[src/rtl/core/htt_pkg.sv]
// Shared types and constants of the hashed tile table.
package htt_pkg;

    localparam int HASH_W         = 16;
    localparam int NUM_HASH       = 4;
    localparam int IDX_W          = 2;
    localparam int ROW_BITS       = 16;
    localparam int ROWS           = 2 ** ROW_BITS;
    localparam int ROW_W          = 32;
    localparam int TILE_ADDR_BITS = 3;
    localparam int TILE_BITS      = 4;
    localparam int TILES          = 2 ** TILE_ADDR_BITS;
    localparam int CODE_W         = NUM_HASH - 1;
    localparam int ID_W           = 64;

    typedef enum logic {
        OP_INSERT = 1'b0,
        OP_READ   = 1'b1
    } op_t;

    typedef enum logic [2:0] {
        S_CLEAR,
        S_IDLE,
        S_ISSUE,
        S_UPDATE,
        S_PRESENT
    } state_t;

    typedef struct packed {
        logic load;
        logic clear_we;
        logic rd_en;
        logic update;
        logic advance;
    } htt_cmd_t;

    typedef struct packed {
        logic clear_done;
        logic is_read;
        logic last_hash;
    } htt_status_t;

endpackage

[src/rtl/core/htt_ctrl.sv]
// Controller state machine: clearing pass, per-hash read-modify-write and read results.
module htt_ctrl
    import htt_pkg::*;
(
    input  logic        clk,
    input  logic        rst_n,
    input  logic        in_valid,
    output logic        in_ready,
    output logic        out_valid,
    input  logic        out_ready,
    input  htt_status_t status,
    output htt_cmd_t    cmd
);

    state_t state_reg;
    state_t state_next;

    always_ff @(posedge clk or negedge rst_n)
    begin
        if (!rst_n)
        begin
            state_reg <= S_CLEAR;
        end
        else
        begin
            state_reg <= state_next;
        end
    end

    always_comb
    begin
        state_next = state_reg;
        case (state_reg)
            S_CLEAR:
            begin
                if (status.clear_done)
                begin
                    state_next = S_IDLE;
                end
            end
            S_IDLE:
            begin
                if (in_valid)
                begin
                    state_next = S_ISSUE;
                end
            end
            S_ISSUE:
            begin
                state_next = status.is_read ? S_PRESENT : S_UPDATE;
            end
            S_UPDATE:
            begin
                state_next = status.last_hash ? S_IDLE : S_ISSUE;
            end
            S_PRESENT:
            begin
                if (out_ready)
                begin
                    state_next = status.last_hash ? S_IDLE : S_ISSUE;
                end
            end
            default:
            begin
                state_next = S_IDLE;
            end
        endcase
    end

    always_comb
    begin
        cmd       = '0;
        in_ready  = 1'b0;
        out_valid = 1'b0;
        case (state_reg)
            S_CLEAR:
            begin
                cmd.clear_we = 1'b1;
            end
            S_IDLE:
            begin
                in_ready = 1'b1;
                cmd.load = in_valid;
            end
            S_ISSUE:
            begin
                cmd.rd_en = 1'b1;
            end
            S_UPDATE:
            begin
                cmd.update  = 1'b1;
                cmd.advance = !status.last_hash;
            end
            S_PRESENT:
            begin
                out_valid   = 1'b1;
                cmd.advance = out_ready && !status.last_hash;
            end
            default:
            begin
                cmd = '0;
            end
        endcase
    end

    // A new beat is only taken when no result is pending.
    assert property (@(posedge clk) disable iff (!rst_n) !(in_ready && out_valid))
        else $error("input and output active together");

    // The final row word of a read returns the block to idle.
    assert property (@(posedge clk) disable iff (!rst_n)
        (state_reg == S_PRESENT && out_ready && status.last_hash) |=> in_ready)
        else $error("block not idle after last row word");

    // Every tile update follows the memory read of its row.
    assert property (@(posedge clk) disable iff (!rst_n)
        (state_reg == S_UPDATE) |-> ($past(state_reg) == S_ISSUE))
        else $error("update without preceding row read");

    // An accepted beat always starts with a row read.
    assert property (@(posedge clk) disable iff (!rst_n)
        (in_valid && in_ready) |=> (state_reg == S_ISSUE))
        else $error("accepted beat did not start a row read");

endmodule

[config.mk]
export PLATFORM = sky130hd
export DESIGN_NAME = htt_ctrl
export DESIGN_NICKNAME = d
export VERILOG_FILES = /design/src/rtl/core/htt_pkg.sv /design/src/rtl/core/htt_ctrl.sv
export SDC_FILE = /design/constraint.sdc
export NUM_CORES = 1
export LEC_CHECK = 0
export ABC_CLOCK_PERIOD_IN_PS = 1560
export BUFFER_PORTS_ARGS = -buffer_cell sky130_fd_sc_hd__buf_2
export CORE_AREA = 2 2 39 41
export CTS_BUF_LIST = sky130_fd_sc_hd__clkbuf_4 sky130_fd_sc_hd__clkbuf_8 sky130_fd_sc_hd__clkbuf_16
export CTS_CLUSTER_SIZE = 30
export DETAILED_ROUTE_END_ITERATION = 7
export DIE_AREA = 0 0 41 43
export SETUP_SLACK_MARGIN = 0.02
export SYNTH_ARGS = -nofsm -noshare
export SYNTH_HDL_FRONTEND = slang
export SYNTH_SLANG_ARGS = --single-unit
[constraint.sdc]
create_clock -name clk -period 1.56 [get_ports clk]
set_clock_uncertainty 0.2 [all_clocks]
set_input_delay 0.078 -clock clk [delete_from_list [all_inputs] [get_ports clk]]
set_output_delay 0.078 -clock clk [all_outputs]
set_load 0.005 [all_outputs]
== Yosys cells after proc, flatten, opt, wreduce, memory -nomap -nowiden ==
Index checks and enable logic that the tools add are counted.

* Register bits after elaboration: 3
* Latch bits: 0
* RAM bits: 0
* Bits in read-only memories: 0
* Bits of input ports: 7
* Output and inout port bits: 7
* Memories kept: 0

* Add/sub/neg operators: 0
* Multipliers: 0
* Divide/modulo/power cells: 0
* Order comparisons: 0
* Eq/ne operators: 7
* Shift-type cells: 0
* Muxes and demuxes: 13
* Bitwise gates (word level): 0
* Reduce and logical (&&, ||, !) cells: 4

{| class="wikitable"
|+ Operator list
! operator !! count
|-
| $pmux 3 s5 || 1
|-
| $mux 3 || 4
|-
| $eq 3x2->1 const B || 2
|-
| $mux 1 || 6
|-
| $ne 2x2->1 const B || 3
|-
| $eq 3x1->1 const B || 1
|-
| $eq 3x3->1 const B || 1
|-
| $logic_not 3->1 || 1
|-
| $reduce_and 3->1 || 1
|-
| $mux 2 || 1
|-
| $pmux 1 s2 || 1
|-
| $logic_and 1x1->1 || 1
|-
| $logic_not 1->1 || 1
|}

== Depth between registers and ports, before layout ==
Gate-level depths: netlist (run 1).

* Depth in word-level cells: 3
* Depth in mapped cells: 4
* Depth with buffers taken out: 3

== Worst setup path after synthesis (run 1) ==
No wires, ideal clock.

* Path kind: flip-flop to flip-flop
* Start: register state_reg[2]
* End: register state_reg[0]
* Arrival time: 0.955 ns
* Slack: 0.320 ns
* Stages on the path, launching flop included: 5
* Path buffers: 1
* Clock period less this slack: 1.240 ns
* Path through: dfrtp_1 -> buf_6 -> nor4b_2 -> a31oi_1 -> a32oi_1

* Longest elaborated chain between the ends: 3
* Elaborated cells between the ends (all ways): 10
* Those cells by class: eq/ne: 7; mux: 1; reduce/logical: 2

{| class="wikitable"
|+ Ends and longest elaborated chain
! what !! RTL line !! RTL
|-
| start: declaration || htt_ctrl.sv:15 || <nowiki>state_t state_reg;</nowiki>
|-
| start signal: assignment || htt_ctrl.sv:26 || <nowiki>state_reg <= state_next;</nowiki>
|-
| $eq 3x3->1, or another cell as far along || htt_ctrl.sv:33 || <nowiki>case (state_reg)</nowiki>
|-
| $ne 2x2->1 (no source line) || - ||
|-
| $reduce_and 3->1 (no source line) || - ||
|}

Parallel ways exist; a longest one is shown, timed or not.
A chain may end at the register's enable or synchronous reset.

== Worst setup path in the final report (run 1) ==
* Start: register state_reg[1]
* End: output out_valid

* Longest elaborated chain between the ends: 2

{| class="wikitable"
|+ Ends and longest elaborated chain
! what !! RTL line !! RTL
|-
| $eq 3x3->1 || htt_ctrl.sv:75 || <nowiki>case (state_reg)</nowiki>
|-
| $mux 1 || htt_ctrl.sv:75 ||
|-
| end: declaration || htt_ctrl.sv:9 || <nowiki>output logic out_valid,</nowiki>
|}

No other way between the ends.

==> flow_summary.ini, run 1 <==
[power]
ir_worst_vdd_mv = 0.605
finalPower_w = 0.000782
power_density_nw_per_um2 = 1500
p_leak_nw = 0.241

[layout]
drive_gt1_share_pct = 53.2
fin_area_sq_um = 520
multiInputGateArea_sq_um = 194
syn2layout_area_growth_pct = 84.9
nNetsFinal = 70
final-seq-area_sq_um = 78.8
diodes = 0
largest_reg_flops = 3
fillCellCount = 148

[grt]
grt_pass1_vias = 252
grt_pass1_wl_um = 1060
grt_usage_pct = 9.43
grt_overflow_total = 0
grt_max_degree = 14
antenna_found_initial = 0

[worst_setup_path]
required_ps = 1280
cp-start-kind = flop
crit_path_end_kind = primary output
crit_slowest_cell = dfrtp_2
cp_cell_sequence = buf_4 > buf_4 > nor3_1 > buf_2
critical_path_class = reg2out
arrival_ps = 1250
crit_path_max_fanout = 7
cp_common_cell = buf_4
rrSetupSlack_ps = 80
cpPeakStageDelay_ps = 450

[clock_network]
cts_tree = done
cts.sinks = 3
cts-buffers-inserted = 3
clk_transition_reported_paths_ps = 40
h-tree-depth = 1
cts_root_buf = clkbuf_4
clock_path_buffers = 2
clk_latency_ps = 240

[timing]
min_period_ps = 1530
hold_violations = 0
setup_viol = 0
slew_headroom_pct = 86.4
worstMarginPinSlew_ps = 203
holdWs_ps = 127
slew_violations = 0
grt_setup_unrepaired = yes
fmax_mhz = 654
layout_worst_path_cycle_share_pct = 98.0

[floorplan]
die_x_um = 41
pin_count = 14
core_sq_um = 1380
initial_utilization_pct = 20.3
die-area_sq_um = 1760
die_h_um = 43
rows = 14

[routing]
routed_wl_um = 909
antenna_left = 0
vias = 357
vias_per_cell = 4.58
first_iter_violations = 9
wl_per_cell_um = 11.7
dr.pass1.iters = 4
drc = 0

[logic_synthesis]
synth.net_count = 40
seq_area_frac_synth_pct = 26.7
synth_xor_xnor_area_share_pct = 0
synth_top_family_by_area = simple AND/OR/NAND/NOR gates
syn_area_per_cell_sq_um = 8.53
netlist_area_sq_um = 282
synth_cell_types = 23
yosysWarnings = 0
synth-compound-area-share_pct = 17.8
netlist_instances = 33
synth.top_cells.by_area = dfrtp_1, a21oi_1, buf_4
synth_mux_area_share_pct = 3.56
synth-adder-area-share_pct = 0
yosysTopAreaCellShare_pct = 26.7
yosys.area_share.simple_pct = 40.0
yosys_register_bits = 3
synth_top_area_cell = dfrtp_1

[place]
place_hpwl_um = 471
numPortBuffers = 13
dpl_cell_area_sq_um = 340
globalplace.congestion = 0.767

[flow_run]
drv_cap = 0

[min_path]
hold_class = in2reg

[outcome]
outcome = finished, final reports clean
-- where the power goes --
part	internal, W	switching (W)	total, W
clock network	0.000113	0.0000453	0.000159
logic	0.000269	0.000173	0.000442
registers	0.000112	0.0000690	0.000181
total	0.000495	0.000287	0.000782
-- repair_timing --
item | in CTS | in global routing
setup endpoints to repair | 4 | 1
pin swaps | 0 | 2
hold endpoints to repair | 6 | 0
hold buffers | 6 | 0
gates resized for setup | 3 | 3
buffers inserted | 0 | 9
-- worst paths after layout --
kind | startpoint | endpoint | depth (start not counted)
min reg2reg | state_reg[0] | state_reg[2] | 1
min | in_valid | state_reg[0] | 4
max in group asynchronous | rst_n | state_reg[0] | 3
max reg2reg | state_reg[1] | state_reg[1] | 5
max | state_reg[1] | out_valid | 4
min in group asynchronous | rst_n | state_reg[1] | 3
-- per-layer routing --
layer / track usage [%] / share of wire (%) / vias to the layer above
met3: 4.71 / 4.8 / 2
met2: 11.9 / 56 / 9
met4: 8.00 / 1.5 / 0
met1: 11.2 / 38 / 167
li1: - / - / 179
met5: 0 / 0 / -
-- kinds of logic after synthesis --
group	count (synthesis)
buf+inv	5
mux	1
flops	3
compound gates	8
simple gates	16
-- Yosys cell counts, drive strengths merged --
library cell / number
nand3: 2
mux2i: 1
o21ai: 1
nand2: 1
nand3b: 1
nand4bb: 1
a21oi: 3
nor4b: 1
nor3b: 2
nor3: 2
nor2: 2
dfrtp: 3
and2: 1
a32oi: 1
a31oi: 1
nor2b: 3
o211ai: 1
a21boi: 1
inv: 2
buf: 3
-- worst max-delay path: cells and delay by family (launching register included) --
family / cells / cell delay [ps]
buf+inv: 3 / 420
flops: 1 / 450
simple gates: 1 / 140
-- cell usage in the layout, fill, tap and decap left out, drive strengths merged, types with 2 or more instances in the layout --
cell,synthesis,layout
a21oi,3,3
buf,3,21
clkbuf,0,5
dfrtp,3,3
dlygate4sd3,0,6
inv,2,2
nand3,2,2
nor2,2,2
nor2b,3,3
nor3,2,2
nor3b,2,2
-- per-stage QoR --
| step | util (%) | worst slack [ps] | TNS [ps] | instances |
|---|---|---|---|---|
| final | 37.6 | 30.9 | 0 | 78 |
| after global routing | 37.6 | -9.37 | -17.3 | 78 |
| after CTS | 31.4 | 26.8 | 0 | 69 |
| after detailed placement | 24.6 | 181 | 0 | 59 |
| after global placement | 24.6 | 207 | 0 | 59 |
| after floorplan | - | 320 | 0 | 33 |
-- layout make-up --
class,count,area share [%]
Tap cell,16,3.85
Inverter,2,1.44
Sequential cell,3,15.1
Multi-Input combinational cell,25,37.3
Clock buffer,4,5.77
Timing Repair Buffer,28,36.5
Note: power is estimated with default switching activity, not from simulation.
==> run 2: changes to the inputs <==
- SETUP_SLACK_MARGIN: 0.02 -> 0.4
==> flow_summary.ini, run 2 (synthesized netlist as in run 1, its figures left out) <==
[outcome]
outcome = finished, final reports clean

[clock_network]
cts-buffers-inserted = 3
h-tree-depth = 1
clk_transition_reported_paths_ps = 40
cts_root_buf = clkbuf_4
cts_tree = done
clock_path_buffers = 2
cts.sinks = 3
clk_latency_ps = 240

[timing]
hold_violations = 0
min_period_ps = 1470
fmax_mhz = 679
setup_viol = 0
slew_headroom_pct = 84.0
layout_worst_path_cycle_share_pct = 94.3
worstMarginPinSlew_ps = 239
setup-tns-final_ps = 0
slew_violations = 0
grt_setup_unrepaired = yes
finalWorstSetupSlack_ps = 88.3

[routing]
vias_per_cell = 4.81
first_iter_violations = 3
vias = 370
wl_per_cell_um = 12.1
dr.pass1.iters = 2
drc = 0
routed_wl_um = 929
antenna_left = 0

[floorplan]
die_h_um = 43
core_sq_um = 1380
initial_utilization_pct = 20.3
rows = 14
die_x_um = 41
die-area_sq_um = 1760
pin_count = 14

[grt]
grt_max_degree = 10
grt_overflow_total = 0
grt_usage_pct = 11.7
grt_pass1_wl_um = 1370
grt_pass1_vias = 346
antenna_found_initial = 0

[worst_setup_path]
startpoint = state_reg[0]
critical_path_class = reg2out
endpoint = out_valid
crit_path_max_fanout = 9
reg2reg_depth = 4
crit-reg2reg-capture = state_reg[0]
cp-start-kind = flop
required_ps = 1280
rrSetupSlack_ps = 140
worstReg2RegStart = state_reg[0]
crit_path_end_kind = primary output
arrival_ps = 1190

[place]
numPortBuffers = 13
place_hpwl_um = 471
globalplace.congestion = 0.734
pre_cts_ws_ps = 188

[power]
power_density_nw_per_um2 = 1500
p_leak_nw = 0.244
ir_worst_vdd_mv = 0.426

[layout]
diodes = 0
syn2layout_area_growth_pct = 98.2
nNetsFinal = 69
drive_gt1_share_pct = 62.3
final_common_cell = buf_2
largest_reg_flops = 3
fillCellCount = 144
final_cell_mix = buf_2, dlygate4sd3_1, buf_4, clkbuf_4

[min_path]
hold_class = in2reg
holdPathStages = 4

[flow_run]
drv_cap = 0
==> run 2: changes by cell type in the layout (fill, tap and decap cells not counted), moves of 2 or more <==
cell,previous run,this run
a21oi_1,3,1
a21oi_2,0,2
buf_4,8,5
buf_6,0,3
==> run 2: routing by layer <==
| metal | up-vias | share of wire (%) | GRT usage, % |
|---|---|---|---|
| li1 | 176 | - | - |
| met1 | 179 | 38 | 12.3 |
| met3 | 4 | 3.9 | 1.57 |
| met2 | 11 | 53 | 19.7 |
| met4 | 0 | 4.5 | 8.00 |
| met5 | - | 0 | 0 |
==> run 2: layout make-up <==
type                    count  area (sq um)  share of cell area (%)
multi-input cells          25           225                    40.4
repair buffers             27           196                    35.2
flip-flops and latches      3          78.8                    14.1
clock buffers               4          30.0                    5.38
well taps                  16          20.0                    3.59
inverters                   2          7.51                    1.35
==> run 2: how the worst min path moves through the flow <==
stage	startpoint	end	slack (ps)
6_report	status[0]	state_reg[1]	60
5_1_grt	status[1]	state_reg[0]	80
4_1_cts	status[0]	state_reg[1]	40
3_5_place_dp	rst_n	state_reg[1]	-320
3_3_place_gp	rst_n	state_reg[1]	-320
2_1_floorplan	rst_n	state_reg[0]	-420
==> run 2: critical path: stages (launching register included) <==
cell and delay, ps:
dfrtp_2 420, buf_4 190, nor3_4 200, buf_2 140
==> run 2: repair_timing <==
action                                  4_1_cts  5_1_grt
setup buffers                                 7        1
endpoints found under the setup margin       10       10
gates resized for setup                       9        7
hold buffers                                  6        0
pin swaps                                     8        1
hold endpoints to repair                      6        0
==> run 2: metrics by stage <==
stage          power [W]  area (sq um)  util [%]  hold WS [ps]  cells
2_1_floorplan   0.000393           285         -          -418     33
3_3_place_gp    0.000445           340      24.6          -323     59
3_5_place_dp    0.000445           340      24.6          -322     59
4_1_cts         0.000746           509      36.8          36.1     76
5_1_grt         0.000894           558      40.3          80.1     77
6_report        0.000836           558      40.3          56.5     77
==> run 2: report_power, final <==
group / switching (W) / internal, W
Sequential: 0.0000453 / 0.000112
Combinational: 0.000228 / 0.000287
Clock: 0.0000497 / 0.000114
Total: 0.000323 / 0.000513
